File: src/hdl/window_bisect_line_simplifier_macros.svh
// ----------------------------------------------------------------------------
// window bisect line simplifier assertion macros
// shared concurrent assertion forms for the simplifier rtl
// ----------------------------------------------------------------------------
`ifndef WINDOW_BISECT_LINE_SIMPLIFIER_MACROS_SVH
`define WINDOW_BISECT_LINE_SIMPLIFIER_MACROS_SVH

// condition implies consequence in the same cycle
`define WBLS_ASSERT_SAME(label, clk, rst, cond, cons, msg) \
   label: assert property (@(posedge clk) disable iff (rst) (cond) |-> (cons)) \
      else $error(msg);

// condition implies consequence in the next cycle
`define WBLS_ASSERT_NEXT(label, clk, rst, cond, cons, msg) \
   label: assert property (@(posedge clk) disable iff (rst) (cond) |=> (cons)) \
      else $error(msg);

`endif

File: src/hdl/wbls_pkg.sv
// ----------------------------------------------------------------------------
// wbls package
// shared types and constants of the window bisect line simplifier
// ----------------------------------------------------------------------------
package wbls_pkg;

   localparam int IDX_W   = 6;
   localparam int CNT_W   = 7;
   localparam int TIME_W  = 22;
   localparam int VAL_W   = 32;
   localparam int DELTA_W = 16;
   localparam int EPS_W   = 31;
   localparam int STACK_DEPTH = 8;
   localparam int SP_W    = 4;

   localparam logic [1:0] CSR_WINDOW_LEN = 2'd0;
   localparam logic [1:0] CSR_EPSILON    = 2'd1;

   // one stored sample on its way from front to back
   typedef struct packed {
      logic [IDX_W-1:0]  idx;
      logic [TIME_W-1:0] time_abs;
      logic [VAL_W-1:0]  value;
      logic              close;
   } sample_type;

   typedef struct packed {
      logic [IDX_W-1:0] a;
      logic [IDX_W-1:0] b;
   } segment_type;

endpackage

File: src/hdl/wbls_front.sv
// ----------------------------------------------------------------------------
// wbls front
// accepts samples, accumulates time, decides where a window closes
// ----------------------------------------------------------------------------
module wbls_front #(
   parameter int MAX_WINDOW = 64
) (
   input  logic                          clock,
   input  logic                          reset,
   input  logic [wbls_pkg::CNT_W-1:0]    window_len,
   input  logic                          in_valid,
   output logic                          in_ready,
   input  logic [wbls_pkg::DELTA_W-1:0]  time_delta,
   input  logic [wbls_pkg::VAL_W-1:0]    sample_value,
   input  logic                          end_window,
   output logic                          push,
   output wbls_pkg::sample_type          push_data,
   input  logic                          full
);
   import wbls_pkg::*;

   localparam logic [CNT_W-1:0] MaxLen = CNT_W'(MAX_WINDOW);

   logic [CNT_W-1:0]  fill_ff, fill_in;
   logic [TIME_W-1:0] prev_time_ff, prev_time_in;
   logic [CNT_W-1:0]  eff_len;
   logic [CNT_W-1:0]  fill_next;

   always_comb begin
      if (window_len < CNT_W'(2)) begin
         eff_len = CNT_W'(2);
      end else if (window_len > MaxLen) begin
         eff_len = MaxLen;
      end else begin
         eff_len = window_len;
      end
   end

   assign in_ready = !full;
   assign push     = in_valid && in_ready;

   always_comb begin
      fill_next          = fill_ff + CNT_W'(1);
      push_data.idx      = fill_ff[IDX_W-1:0];
      push_data.time_abs = (fill_ff == '0) ? '0 : prev_time_ff + TIME_W'(time_delta);
      push_data.value    = sample_value;
      push_data.close    = end_window || (fill_next >= eff_len);
      fill_in            = fill_ff;
      prev_time_in       = prev_time_ff;
      if (push) begin
         fill_in      = push_data.close ? '0 : fill_next;
         prev_time_in = push_data.time_abs;
      end
   end

   always_ff @(posedge clock) begin
      if (reset) begin
         fill_ff <= '0;
      end else begin
         fill_ff <= fill_in;
      end
   end

   always_ff @(posedge clock) begin
      prev_time_ff <= prev_time_in;
   end

endmodule

File: config.mk
export PLATFORM = sky130hd
export DESIGN_NAME = wbls_front
export DESIGN_NICKNAME = d
export VERILOG_FILES = /design/src/hdl/window_bisect_line_simplifier_macros.svh /design/src/hdl/wbls_pkg.sv /design/src/hdl/wbls_front.sv
export SDC_FILE = /design/constraint.sdc
export NUM_CORES = 1
export LEC_CHECK = 0
export BUFFER_PORTS_ARGS = -buffer_cell sky130_fd_sc_hd__buf_2
export CORE_ASPECT_RATIO = 0.9
export CORE_UTILIZATION = 35
export CTS_CLUSTER_DIAMETER = 200
export CTS_CLUSTER_SIZE = 14
export DETAILED_ROUTE_END_ITERATION = 7
export GPL_TIMING_DRIVEN = 1
export HOLD_SLACK_MARGIN = 0.03
export SYNTH_ARGS = -nofsm -noshare
export SYNTH_HDL_FRONTEND = slang
export SYNTH_SLANG_ARGS = --single-unit
File: constraint.sdc
create_clock -name clock -period 3.3 [get_ports clock]
set_clock_uncertainty 0.2 [all_clocks]
set_input_delay 0.33 -clock clock [delete_from_list [all_inputs] [get_ports clock]]
set_output_delay 0.33 -clock clock [all_outputs]
set_load 0.05 [all_outputs]
==> reports/metrics.yaml <==
num-nets-final: 404
grt.total_usage: 0.149
synth_simple_gate_area_share: 0.167
p_leak_nw: 1.31
clockBufferDepth: 2
synthMuxAreaShare: 0.00431
synth_top_area_share: 0.253
grt_max_degree: 21
syn_area_um2: 2620
place.gp.congestion: 0.754
core_um2: 7150
powerDensity_nw_per_um2: 358
slowest_stage: "fa_1"
fmax_ghz: 0.313
die_h_um: 84
reg2regPathDepth: 9
synth_cells: 288
cp-end-kind: "primary output"
synthesis.nets: 374
synth_cell_type_count: 53
design_area_um2: 2990
ir_worst_vdd_uv: 155
insertion_delay_ps: 280
synth_seq_cells: 29
synth_edf_count: 22
wl_per_cell_um: 13.8
cts_buffers: 5
worstPathRequired_ps: 2770
synth-main-ff-cell: "edfxtp_1"
tns_ps: 0
synth_top_family_by_area: "compound AO/OA/AOI/OAI gates"
first_pass_iters: 4
cap_viol_max_count: 0
antenna_found_initial: 0
setup_viol: 0
async_reset_ff_frac: 0
synth_fa_ha_area_frac: 0.127
place_hpwl_um: 4450
outcome: "completed"
max_stage_delay_ps: 390
synth_warnings: 0
htreeDepth: 2
port_buffers: 58
routed_wl_um: 5700
drtIter0Drc: 65
synth_seq_area_share: 0.306
synth-xor-area-share: 0.0368
crit_type: "reg2out"
hold_viol: 0
fill_cells: 726
period_needed_ps: 3190
synth_area_leaders: "edfxtp_1 (25%), ha_1 (12%), buf_4 (11%)"
postPlaceCellArea_um2: 2780
maxSlewViolCount: 0
yosysTopAreaCell: "edfxtp_1"
hold_path_depth: 2
worstMarginPinSlew_ps: 478
cts_sinks: 29
worstPathMaxFanout: 4
worstSetupStartpoint: "prev_time_ff[0]"
grt_overflow_total: 0
slew-limit-headroom: 0.680
min_path_type: "in2reg"
syn_area_per_cell_um2: 9.08
reg2reg_setup_slack_ps: 430
r2r_end: "fill_ff[0]"
numPlacedInstances: 403
hp-start: "full"
drc: 0
arrival_ps: 2660
critPathLaunchType: "flop"
cts_root_buf: "clkbuf_8"
die_x_um: 93.1
hold_buffers: 0
rows: 29
post-route-period-util: 0.968
grt_pass1_vias: 2069
total_power_mw: 1.07
viasPerCell: 5.27
fin_hold_ws_ps: 194
layout.cells.non_filler: 412
postRouteAntennaNets: 0
grt_first_pass_wirelength_um: 9360
n_antenna_cell: 0
area_growth_syn_to_layout_pct: 14.5
r2r_start: "fill_ff[0]"
path_clk_slew_ps: 70
initial_utilization: 0.366
dieArea_um2: 7820
worstPathCellList: "ha_2, inv_1, fa_1, nor2b_2, o31a_2, o31ai_4, a2111oi_4, buf_4, nor3_1, nor3_2, buf_6"
worstHoldEndpoint: "prev_time_ff[2]"
cts_tree: "built"
via_count: 2173
layout_common_cells: "buf_2 (52), nor2_1 (22), edfxtp_1 (22)"
final_common_cell: "buf_2"
synth_compound_area_frac: 0.224
io_pins: 123
drive_gt1_frac: 0.326
worst max-delay path: cells and delay by family, from the launching register on:
kind	cells	cell delay (ps)
AO/OA/AOI/OAI	3	600
adder cells (fa/ha/maj)	2	590
buffers and inverters	3	400
flip-flops	1	350
AND/OR/NAND/NOR	3	420
what timing repair did:
action / in CTS / in global routing
resized for setup: 5 / 23
buffers inserted: 0 / 1
pin swaps: 0 / 4
endpoints found under the setup margin: 3 / 8
where the power goes:
| group | internal [mW] | leakage (nW) | switching (mW) |
|---|---|---|---|
| Sequential | 0.406 | 0.270 | 0.00743 |
| Clock | 0.224 | 0.0552 | 0.143 |
| Combinational | 0.111 | 0.982 | 0.181 |
| Total | 0.740 | 1.31 | 0.331 |
how the worst max path moves through the flow:
| stage | to | slack [ps] | cells past startpoint |
|---|---|---|---|
| final | push_data[47] | 110 | 11 |
| after global routing | push_data[47] | -30 | 11 |
| after CTS | push_data[54] | 6 | 9 |
| after detailed placement | push_data[47] | 70 | 12 |
| after global placement | push_data[47] | 120 | 12 |
| after floorplan | prev_time_ff[15] | -3 | 7 |
synthesized netlist by cell type, types with 2 or more instances:
master / instances
nand3_1: 9
ha_1: 25
a21oi_1: 18
nand2_1: 20
a22o_1: 6
o21ai_0: 12
o31ai_1: 5
inv_1: 9
nor2b_1: 5
dfxtp_1: 7
buf_4: 38
o21a_1: 7
nand2b_1: 2
nor3_1: 10
edfxtp_1: 22
a21o_2: 2
buf_2: 2
a2111o_1: 2
nand4_1: 4
nor2_1: 22
a211o_1: 4
clkbuf_1: 2
and3_1: 3
o21ai_2: 2
xor2_1: 2
a211oi_1: 6
a21o_1: 8
xnor2_1: 9
metal layers:
metal | routed length [um] | GRT usage | share of wire
met2 | 2790 | 0.251 | 0.49
met5 | 0 | 0 | 0
met1 | 2540 | 0.186 | 0.45
met4 | 38 | 0.0462 | 0.0067
met3 | 333 | 0.0383 | 0.058
cell type report:
class,instances,area [um^2],area share
timing repair buffer,67,388,0.130
clock buffer,6,72.6,0.0242
multi-input combinational,206,1550,0.517
inverter,9,33.8,0.0113
sequential,29,801,0.267
clock inverter,2,35.0,0.0117
tap,93,116,0.0389
logic make-up (layout without fill, tap and decap cells):
group                      Yosys count  in the layout
AOI/OAI and AO/OA                   82             82
xor gates and xnor gates            11             11
adders and majority gates           26             26
buffers and inverters               53             84
DFF                                 29             29
muxes                                1              1
and+or+nand+nor                     86             86
through the flow:
| step | worst slack [ps] | utilization |
|---|---|---|
| after global routing | -34.6 | 0.419 |
| after global placement | 124 | 0.389 |
| final | 105 | 0.419 |
| after CTS | 5.55 | 0.406 |
| after floorplan | -2.78 | - |
| after detailed placement | 67.4 | 0.389 |
state kept, by name, indices dropped and copies added, names as in the netlist:
name	flops
fill_ff	7
prev_time_ff	22
(Power assumes the default switching activity.)
