$ cat config.mk
export PLATFORM = sky130hd
export DESIGN_NAME = wbls_queue
export DESIGN_NICKNAME = d
export VERILOG_FILES = /design/src/hdl/window_bisect_line_simplifier_macros.svh /design/src/hdl/wbls_pkg.sv /design/src/hdl/wbls_queue.sv
export SDC_FILE = /design/constraint.sdc
export NUM_CORES = 1
export LEC_CHECK = 0
export BUFFER_PORTS_ARGS = -buffer_cell sky130_fd_sc_hd__buf_4
export CAP_MARGIN = 20
export CORE_MARGIN = 2
export CORE_UTILIZATION = 30
export DETAILED_ROUTE_END_ITERATION = 6
export SLEW_MARGIN = 15
export SYNTH_ARGS = -nofsm -noshare
export SYNTH_HDL_FRONTEND = slang
export SYNTH_SLANG_ARGS = --single-unit
export TNS_END_PERCENT = 50
$ cat constraint.sdc
create_clock -name clock -period 7.4 [get_ports clock]
set_clock_uncertainty 0.15 [all_clocks]
set_input_delay 0.74 -clock clock [delete_from_list [all_inputs] [get_ports clock]]
set_output_delay 0.74 -clock clock [all_outputs]
set_load 0.03 [all_outputs]
$ cat src/hdl/window_bisect_line_simplifier_macros.svh
// ----------------------------------------------------------------------------
// window bisect line simplifier assertion macros
// shared concurrent assertion forms for the simplifier rtl
// ----------------------------------------------------------------------------
`ifndef WINDOW_BISECT_LINE_SIMPLIFIER_MACROS_SVH
`define WINDOW_BISECT_LINE_SIMPLIFIER_MACROS_SVH

// condition implies consequence in the same cycle
`define WBLS_ASSERT_SAME(label, clk, rst, cond, cons, msg) \
   label: assert property (@(posedge clk) disable iff (rst) (cond) |-> (cons)) \
      else $error(msg);

// condition implies consequence in the next cycle
`define WBLS_ASSERT_NEXT(label, clk, rst, cond, cons, msg) \
   label: assert property (@(posedge clk) disable iff (rst) (cond) |=> (cons)) \
      else $error(msg);

`endif

$ cat src/hdl/wbls_pkg.sv
// ----------------------------------------------------------------------------
// wbls package
// shared types and constants of the window bisect line simplifier
// ----------------------------------------------------------------------------
package wbls_pkg;

   localparam int IDX_W   = 6;
   localparam int CNT_W   = 7;
   localparam int TIME_W  = 22;
   localparam int VAL_W   = 32;
   localparam int DELTA_W = 16;
   localparam int EPS_W   = 31;
   localparam int STACK_DEPTH = 8;
   localparam int SP_W    = 4;

   localparam logic [1:0] CSR_WINDOW_LEN = 2'd0;
   localparam logic [1:0] CSR_EPSILON    = 2'd1;

   // one stored sample on its way from front to back
   typedef struct packed {
      logic [IDX_W-1:0]  idx;
      logic [TIME_W-1:0] time_abs;
      logic [VAL_W-1:0]  value;
      logic              close;
   } sample_type;

   typedef struct packed {
      logic [IDX_W-1:0] a;
      logic [IDX_W-1:0] b;
   } segment_type;

endpackage

$ cat src/hdl/wbls_queue.sv
// ----------------------------------------------------------------------------
// wbls queue
// two-entry sample queue between front and back
// ----------------------------------------------------------------------------
module wbls_queue (
   input  logic                clock,
   input  logic                reset,
   input  logic                push,
   input  wbls_pkg::sample_type push_data,
   output logic                full,
   input  logic                pop,
   output logic                empty,
   output wbls_pkg::sample_type pop_data
);
   import wbls_pkg::*;

   sample_type  entry_ff [2];
   logic        wr_ptr_ff, wr_ptr_in;
   logic        rd_ptr_ff, rd_ptr_in;
   logic [1:0]  count_ff, count_in;

   assign full     = (count_ff == 2'd2);
   assign empty    = (count_ff == 2'd0);
   assign pop_data = entry_ff[rd_ptr_ff];

   always_comb begin
      wr_ptr_in = wr_ptr_ff ^ push;
      rd_ptr_in = rd_ptr_ff ^ pop;
      count_in  = count_ff + 2'(push) - 2'(pop);
   end

   always_ff @(posedge clock) begin
      if (reset) begin
         wr_ptr_ff <= 1'b0;
         rd_ptr_ff <= 1'b0;
         count_ff  <= 2'd0;
      end else begin
         wr_ptr_ff <= wr_ptr_in;
         rd_ptr_ff <= rd_ptr_in;
         count_ff  <= count_in;
      end
   end

   always_ff @(posedge clock) begin
      if (push) begin
         entry_ff[wr_ptr_ff] <= push_data;
      end
   end

endmodule

==> results of run 1 <==
==> worst reg2reg max path, cell delays in order (launching register included) <==
cell     delay [ns]
dfxtp_1        0.33
inv_1          0.09
ha_4           0.72
==> synth_stat cells <==
| cell | n |
|---|---|
| nor2b_1 | 2 |
| nor2_1 | 4 |
| ha_1 | 4 |
| buf_6 | 1 |
| edfxtp_1 | 122 |
| xnor2_1 | 1 |
| mux2_4 | 59 |
| xnor3_1 | 1 |
| buf_12 | 6 |
| mux2_2 | 2 |
| inv_1 | 3 |
| dfxtp_1 | 4 |
==> area by class of cell <==
cell class | count | area, sq um | area share
Sequential cell | 126 | 3750 | 0.562
Multi-Input combinational cell | 73 | 1040 | 0.156
Timing Repair Buffer | 129 | 988 | 0.148
Clock buffer | 26 | 499 | 0.0749
Tap cell | 216 | 270 | 0.0405
Clock inverter | 6 | 108 | 0.0161
Inverter | 3 | 11.3 | 0.00169
==> metrics by stage <==
stage / area (sq um) / setup slack, ns / std cells / power (W)
2_1_floorplan: 4900 / 4.60 / 209 / 0.00107
3_3_place_gp: 6030 / 4.66 / 546 / 0.00116
3_5_place_dp: 6060 / 4.77 / 547 / 0.00117
4_1_cts: 6670 / 4.32 / 579 / 0.00202
5_1_grt: 6670 / 4.26 / 579 / 0.00207
6_report: 6670 / 4.39 / 579 / 0.00199
==> routing by layer <==
metal,wire (microns),vias to the layer above
met4,134,0
li1,-,1105
met3,631,13
met5,0,-
met1,3520,1130
met2,4450,89
==> power breakdown <==
group	total, W	internal (W)	switching (W)
Clock	0.000842	0.000565	0.000277
Sequential	0.000846	0.000835	0.0000117
Combinational	0.000303	0.000141	0.000161
==> cell families after synthesis <==
family | count (synthesis) | share of synthesized area
fa+ha+maj | 4 | 0.0102
xor+xnor | 2 | 0.00638
flops | 126 | 0.763
simple gates | 6 | 0.00561
mux | 61 | 0.185
buf+inv | 10 | 0.0291
==> registers in the layout (all words and copies together), names as in the netlist <==
| name | cells |
|---|---|
| entry_ff | 122 |
| count_ff | 2 |
| rd_ptr_ff | 1 |
| wr_ptr_ff | 1 |
==> how the worst max path moves through the flow <==
stage,end
finish,pop_data[60]
global route,pop_data[60]
CTS,pop_data[60]
detailed placement,pop_data[60]
global placement,pop_data[60]
floorplan,entry_ff[0][0]
==> impl_metrics.csv, run 1 <==
group,metric,value,unit
run_status,run_status,"completed",
critical_path,setup.reg_to_reg.worst_slack,5.67,ns
critical_path,worst_path_max_delay_cell,"buf_4",
floorplan,core.rowCount,46,
drt,drt-total-wl,8730,microns
floorplan,dieArea,17400,sq um
clocking,cts.root.buffer_cell,"clkbuf_16",
yosys,yosysTopAreaCellShare,0.747,
sta,timing.final.crit_share,0.406,
floorplan,fp.dieH,132,microns
yosys,synth_area,4900,sq um
clocking,clkLatencyLatePin,0.40,ns
sta,finalHoldWorstSlack,0.367,ns
critical_path,cp_data_arrival_time,2.12,ns
critical_path,cpLargestDelayFamily,"buffers and inverters",
yosys,synth.net_count,278,
floorplan,fp.dieW,132,microns
clocking,clock-sinks,126,
drt,route.antenna.remaining_nets,0,
power_and_ir_drop,power.static_leakage,2.62,nW
flow_run,cap_violations,0,
critical_path,type_of_element_launching_the_critical_path,"flip-flop",
critical_path,setup.worst_path.start,"rd_ptr_ff",
hold_path,hold_path_depth,1,
yosys,post_synth.cell_area_avg,23.5,sq um
critical_path,timing.reg2reg.worst_path_depth,2,
critical_path,critical_path.cell_chain,"buf_4, buf_16, mux2_2, buf_4",
placed_design,numPortBuffers,127,
sta,rsz0062_at_grt,"no",
placed_design,finalWeightedCongestion,0.615,
critical_path,crit_cells,4,
critical_path,timing.setup.critical_path_class,"reg2out",
clocking,postCtsSetupBuffers,0,
sta,setup_tns,0,ns
yosys,ys_warn_count,0,
hold_path,hold_path_class,"in2reg",
global_route,grt_use_met2,0.176,
sta,hold_violations,0,
global_route,grt_use_total,0.106,
critical_path,path_buf_inv,3,
critical_path,rr_startpoint,"wr_ptr_ff",
yosys,post_synth_inst_count,209,
global_route,globalRouteMet1Util,0.114,
cells_and_area,layout_common_cells,"buf_4 (128), edfxtp_1 (122), mux2_4 (59)",
clocking,cts_tree,"yes",
clocking,clkSlewWorstSetupHoldPaths,0.05,ns
clocking,cts_hold_repair.buffers,0,
hold_path,hold_path_startpoint,"push_data[28]",
placed_design,dpl.hpwl,5500,microns
power_and_ir_drop,power.ir.vdd_worst,0.148,mV
clocking,post_cts_resized,0,
critical_path,worst_path_largest_cell_delay,0.52,ns
sta,finalSetupViolCount,0,
global_route,globalRoute.busiestLayer,"met2",
global_route,grt_pass1_wl,13700,microns
drt,number_of_drc_violations_after_detailed_routing,0,
sta,max_freq,333,MHz
drt,detail_route.iter0.violations,87,
yosys,synth-seq-cells,126,
global_route,initial_antenna_violation_count,0,
floorplan,coreArea,15900,sq um
critical_path,critical_path.endpoint_type,"primary output",
sta,maxSlewHeadroom,0.395,
cells_and_area,design.final.nets,419,
cells_and_area,layout.cells.most_common,"buf_4",
clocking,htree_num_levels,4,
critical_path,cpMostUsedCell,"buf_4",
drt,via_count,2337,
drt,drt-vias-per-instance,4.04,
critical_path,crit-reg2reg-capture,"entry_ff[0][13]",
cells_and_area,num_antenna_cells,0,
yosys,yosysUniqueCellTypes,12,
global_route,via_count_of_the_first_global_routing_pass,2612,
global_route,overflow,0,
clocking,max-clock-path-buffers,2,
drt,post_drt_wl_per_cell,15.1,microns
yosys,synth.yosys.seq_area_share,0.763,
cells_and_area,final_core_utilization,0.418,
global_route,grt_start_max_net_pins,62,
sta,max_slew.worst_pin.slew,0.908,ns
hold_path,min_delay_worst_endpoint,"entry_ff[0][28]",
clocking,cts_inserted_buffers,17,
critical_path,worstPathMaxFanout,33,
sta,slew_violations,0,
drt,first_pass_iteration_count_of_the_detailed_router,4,
cells_and_area,area.growth.synth_to_final,36.0,%
yosys,most_area_hungry_cell_type_in_the_yosys_netlist,"edfxtp_1",
floorplan,floorplan.initialDensity,0.308,
power_and_ir_drop,pwr_density_cell,299,nW/um^2
global_route,met3_usage,0.0492,
floorplan,io_pins,128,
yosys,synth_area_leaders,"edfxtp_1 (75%), mux2_4 (18%), buf_12 (2.4%)",
critical_path,critical_path_required,6.51,ns
cells_and_area,fillerInstances,1433,
cells_and_area,post_route_cells_drive_above_1_share,0.606,
sta,final_period_minus_worst_setup_slack,3.01,ns
(Power assumes the default switching activity.)
==> run 2, diff against run 1 <==
clock period = 3 ns   (was 7.4 ns; I/O delays follow)
==> impl_metrics.csv, run 2 (synthesis gave the netlist of run 1 again) <==
group,metric,value,unit
cells_and_area,num_antenna_cells,0,
floorplan,fp.dieH,132,microns
sta,max_freq,410,MHz
floorplan,io_pins,128,
global_route,grt_pass1_wl,14200,microns
drt,drt-vias-per-instance,4.02,
floorplan,coreArea,15900,sq um
global_route,grt_use_total,0.109,
cells_and_area,layout.cells.most_common,"buf_4",
cells_and_area,largest_regs,"entry_ff: 122 flops, count_ff: 2 flops",
power_and_ir_drop,power.static_leakage,2.85,nW
sta,maxSlewHeadroom,0.386,
drt,post_drt_wl_per_cell,14.5,microns
clocking,cts_inserted_buffers,17,
drt,drt-total-wl,9320,microns
floorplan,dieArea,17400,sq um
clocking,cts_tree,"yes",
sta,timing.final.crit_share,0.814,
sta,setup_tns,0,ns
drt,first_pass_iteration_count_of_the_detailed_router,4,
placed_design,finalWeightedCongestion,0.626,
drt,route.met3.wl,521,microns
critical_path,timing.setup.critical_path_class,"reg2out",
power_and_ir_drop,pwr_density_cell,666,nW/um^2
floorplan,floorplan.initialDensity,0.308,
cells_and_area,fillerInstances,1394,
hold_path,hold_path_class,"in2reg",
drt,met1Wirelength,4060,microns
cells_and_area,design.final.nets,482,
hold_path,hold_path_startpoint,"push",
clocking,cts.root.buffer_cell,"clkbuf_16",
drt,route.met2.wl,4590,microns
floorplan,fp.dieW,132,microns
cells_and_area,post_route_cells_drive_above_1_share,0.519,
critical_path,cp_data_arrival_time,1.99,ns
drt,via_count,2579,
placed_design,numPortBuffers,127,
sta,slew_violations,0,
clocking,max-clock-path-buffers,2,
critical_path,critical_path.endpoint_type,"primary output",
placed_design,dpl.hpwl,5530,microns
critical_path,critical_path_required,2.55,ns
sta,hold_violations,0,
critical_path,rr_startpoint,"rd_ptr_ff",
sta,finalSetupViolCount,0,
drt,number_of_drc_violations_after_detailed_routing,0,
global_route,via_count_of_the_first_global_routing_pass,2708,
clocking,clkSlewWorstSetupHoldPaths,0.06,ns
run_status,run_status,"completed",
clocking,clock-sinks,126,
global_route,initial_antenna_violation_count,0,
sta,finalHoldWorstSlack,0.0678,ns
cells_and_area,layout_common_cells,"buf_4 (128), edfxtp_1 (122), dlygate4sd3_1 (63)",
drt,highest_layer,"met4",
global_route,grt_start_max_net_pins,62,
power_and_ir_drop,power.ir.vdd_worst,0.432,mV
cells_and_area,regMostFlops,"entry_ff",
cells_and_area,area.growth.synth_to_final,47.6,%
hold_path,hold_path_depth,3,
sta,max_slew.worst_pin.slew,0.921,ns
critical_path,crit-reg2reg-capture,"rd_ptr_ff",
critical_path,type_of_element_launching_the_critical_path,"flip-flop",
global_route,overflow,0,
sta,rsz0062_at_grt,"no",
clocking,post_cts_resized,0,
sta,final_period_minus_worst_setup_slack,2.44,ns
flow_run,cap_violations,0,
floorplan,core.rowCount,46,
clocking,clkLatencyLatePin,0.41,ns
drt,detail_route.iter0.violations,119,
critical_path,setup.reg_to_reg.worst_slack,1.26,ns
drt,route.antenna.remaining_nets,0,
cells_and_area,largest_register_ff_count,122,
clocking,htree_num_levels,4,
critical_path,timing.reg2reg.worst_path_depth,3,
hold_path,min_delay_worst_endpoint,"wr_ptr_ff",
critical_path,worstPathMaxFanout,27,
==> run 2: changes by cell type in the layout (fill, tap and decap cells not counted), moves of 3 or more <==
cell	previous run	this run
clkinv_2	2	5
clkinvlp_4	1	4
clkinv_1	0	3
clkbuf_8	4	0
dlygate4sd3_1	0	63
clkbuf_1	5	1
==> run 2: area by class of cell <==
cell class                 instances  area (sq um)  share of cell area
timing repair buffer             192          1610               0.223
multi-input combinational         73          1040               0.144
sequential                       126          3750               0.518
clock buffer                      18           429              0.0593
inverter                           3          11.3             0.00156
clock inverter                    14           126              0.0175
tap                              216           270              0.0373
==> run 2: timing repair <==
item / in CTS / in global routing
endpoints found under the hold margin: 126 / 0
buffers inserted: 0 / 0
hold buffers: 63 / 0
setup endpoints to repair: 0 / 0
==> run 2: through the flow <==
step | std cells | setup slack [ns] | utilization | area [sq um] | power [W]
3_5_place_dp | 547 | 0.950 | 0.380 | 6050 | 0.00289
3_3_place_gp | 547 | 0.981 | 0.380 | 6050 | 0.00287
2_1_floorplan | 209 | 0.602 | - | 4900 | 0.00263
5_1_grt | 642 | 0.455 | 0.454 | 7240 | 0.00501
6_report | 642 | 0.559 | 0.454 | 7240 | 0.00482
4_1_cts | 642 | 0.492 | 0.454 | 7240 | 0.00488
==> run 2: layer usage <==
| layer | GRT usage | vias to the layer above |
|---|---|---|
| met4 | 0.0537 | 0 |
| met5 | 0 | - |
| li1 | - | 1231 |
| met3 | 0.0404 | 12 |
| met1 | 0.130 | 1248 |
| met2 | 0.175 | 88 |
==> run 2: worst max path at each step <==
stage,startpoint,endpoint,slack [ns],depth (start not counted)
2_1_floorplan,wr_ptr_ff,entry_ff[0][0],0.60,2
3_3_place_gp,rd_ptr_ff,pop_data[58],0.98,3
3_5_place_dp,rd_ptr_ff,pop_data[58],0.95,3
4_1_cts,rd_ptr_ff,pop_data[58],0.49,3
5_1_grt,rd_ptr_ff,pop_data[58],0.45,3
6_report,rd_ptr_ff,pop_data[56],0.56,3
==> run 2: critical path, cell delays in order (launching register included) <==
cell and delay, ns:
dfxtp_4 0.71, buf_4 0.36, mux2_4 0.33, buf_4 0.17
==> run 2: power breakdown <==
part,internal (W),leakage (nW),total (W),switching [W]
sequential,0.00206,1.18,0.00211,0.0000508
combinational,0.000401,1.41,0.000798,0.000397
clock,0.00120,0.264,0.00191,0.000709
==> run 3, diff against run 2 <==
clock period = 2 ns   (was 3 ns; I/O delays follow)
==> impl_metrics.csv, run 3 (synthesis gave the netlist of run 1 again) <==
group,metric,value,unit
drt,met1Wirelength,4120,microns
hold_path,hold_path_class,"in2reg",
placed_design,dpl_cell_area,6130,sq um
drt,route.antenna.remaining_nets,0,
placed_design,finalWeightedCongestion,0.628,
sta,setup_tns,0,ns
clocking,clkSlewWorstSetupHoldPaths,0.05,ns
critical_path,worst_path_max_delay_cell,"dfxtp_4",
critical_path,critical_path.endpoint_type,"primary output",
cells_and_area,layout.cells.most_common,"edfxtp_1",
critical_path,critical_path_required,1.65,ns
drt,first_pass_iteration_count_of_the_detailed_router,3,
drt,route.met2.wl,5060,microns
global_route,initial_antenna_violation_count,0,
global_route,grt_start_max_net_pins,40,
floorplan,fp.dieH,132,microns
global_route,grt_use_total,0.116,
floorplan,io_pins,128,
cells_and_area,post_route_cells_drive_above_1_share,0.530,
floorplan,fp.dieW,132,microns
sta,final_period_minus_worst_setup_slack,1.94,ns
hold_path,hold_path_depth,4,
critical_path,type_of_element_launching_the_critical_path,"flip-flop",
sta,slew_violations,0,
drt,via_count,2666,
floorplan,floorplan.initialDensity,0.308,
clocking,clock-sinks,126,
drt,route.met3.wl,543,microns
global_route,grt_pass1_wl,15200,microns
cells_and_area,num_antenna_cells,0,
clocking,cts_inserted_buffers,17,
placed_design,dpl.hpwl,5990,microns
clocking,clkLatencyLatePin,0.40,ns
sta,hold_violations,0,
power_and_ir_drop,power.ir.vdd_worst,0.537,mV
cells_and_area,regMostFlops,"entry_ff",
clocking,cts_tree,"yes",
critical_path,worst_path_largest_cell_delay,0.44,ns
run_status,run_status,"completed",
critical_path,critical_path.cell_chain,"buf_12, mux2_4, buf_6",
floorplan,dieArea,17400,sq um
sta,max_freq,516,MHz
critical_path,timing.reg2reg.worst_path_depth,4,
clocking,max-clock-path-buffers,2,
critical_path,setup.reg_to_reg.worst_slack,0.43,ns
cells_and_area,largest_register_ff_count,122,
sta,timing.final.crit_share,0.969,
critical_path,worstPathMaxFanout,24,
cells_and_area,design_area,7550,sq um
sta,finalHoldWorstSlack,0.178,ns
floorplan,core.rowCount,46,
drt,highest_layer,"met4",
drt,drt-total-wl,9840,microns
critical_path,cp_data_arrival_time,1.59,ns
global_route,overflow,0,
drt,drt-vias-per-instance,4.09,
clocking,cts.root.buffer_cell,"clkbuf_16",
sta,finalSetupViolCount,0,
placed_design,numPortBuffers,127,
critical_path,timing.setup.critical_path_class,"reg2out",
sta,max_slew.worst_pin.slew,0.335,ns
placed_design,placed_cells,552,
drt,number_of_drc_violations_after_detailed_routing,0,
global_route,via_count_of_the_first_global_routing_pass,2922,
cells_and_area,layout_common_cells,"edfxtp_1 (122), buf_4 (107), dlygate4sd3_1 (64)",
cells_and_area,design.final.nets,492,
sta,maxSlewHeadroom,0.777,
clocking,htree_num_levels,4,
power_and_ir_drop,power.static_leakage,3.00,nW
flow_run,cap_violations,0,
floorplan,coreArea,15900,sq um
cells_and_area,largest_regs,"entry_ff: 122 flops, count_ff: 2 flops",
sta,rsz0062_at_grt,"yes",
cells_and_area,final_standard_cell_count_with_taps_included_and_fillers_excluded,652,
cells_and_area,area.growth.synth_to_final,53.9,%
power_and_ir_drop,pwr_density_cell,1020,nW/um^2
drt,post_drt_wl_per_cell,15.1,microns
cells_and_area,final_core_utilization,0.473,
drt,detail_route.iter0.violations,71,
[run 3: cell types whose count changed in the layout (fill, tap and decap cells not counted), sizes merged]
cell         delta
buf             +8
bufinv          +1
clkbuf         +10
clkinv          -6
clkinvlp        -4
dlygate4sd3     +1
[run 3: layout make-up]
cell class	count	area, sq um
fillers	1371	8400
flip-flops and latches	126	3750
repair buffers	202	1840
multi-input cells	73	1040
clock buffers	27	533
well taps	216	270
clock inverters	5	100
inverters	3	11.3
[run 3: path summary, 6_finish.rpt]
kind / start / to
worst max-delay path: rd_ptr_ff / pop_data[42]
worst min-delay path: pop / count_ff[1]
worst max register to register: rd_ptr_ff / rd_ptr_ff
worst min register to register: wr_ptr_ff / wr_ptr_ff
[run 3: power breakdown]
part           leakage [nW]  total [W]  switching, W  internal [W]
logic                  1.51    0.00131      0.000639      0.000672
registers              1.18    0.00314     0.0000541       0.00309
clock network         0.314    0.00321       0.00102       0.00219
[run 3: through the flow]
step	power [W]	setup slack, ns
global placement	0.00433	0.429
global route	0.00797	-0.00281
detailed placement	0.00435	0.425
finish	0.00766	0.0612
floorplan	0.00394	-0.377
CTS	0.00776	-0.00630
[run 3: critical path, delay by kind of cell (launching register included)]
| family | cells | cell delay, ns |
|---|---|---|
| buf+inv | 2 | 0.38 |
| mux | 1 | 0.33 |
| flops | 1 | 0.44 |
[run 3: timing repair]
action,4_1_cts,5_1_grt
pin swaps,0,0
gates resized for setup,26,0
hold buffers,64,0
cloned,0,1
setup endpoints to repair,35,52
hold endpoints to repair,126,0
buffers inserted,0,3
[run 3: layer usage]
layer  vias up  GRT usage
met3        10     0.0477
met4         0     0.0417
met1      1318      0.131
met2        84      0.197
met5         -          0
li1       1254          -
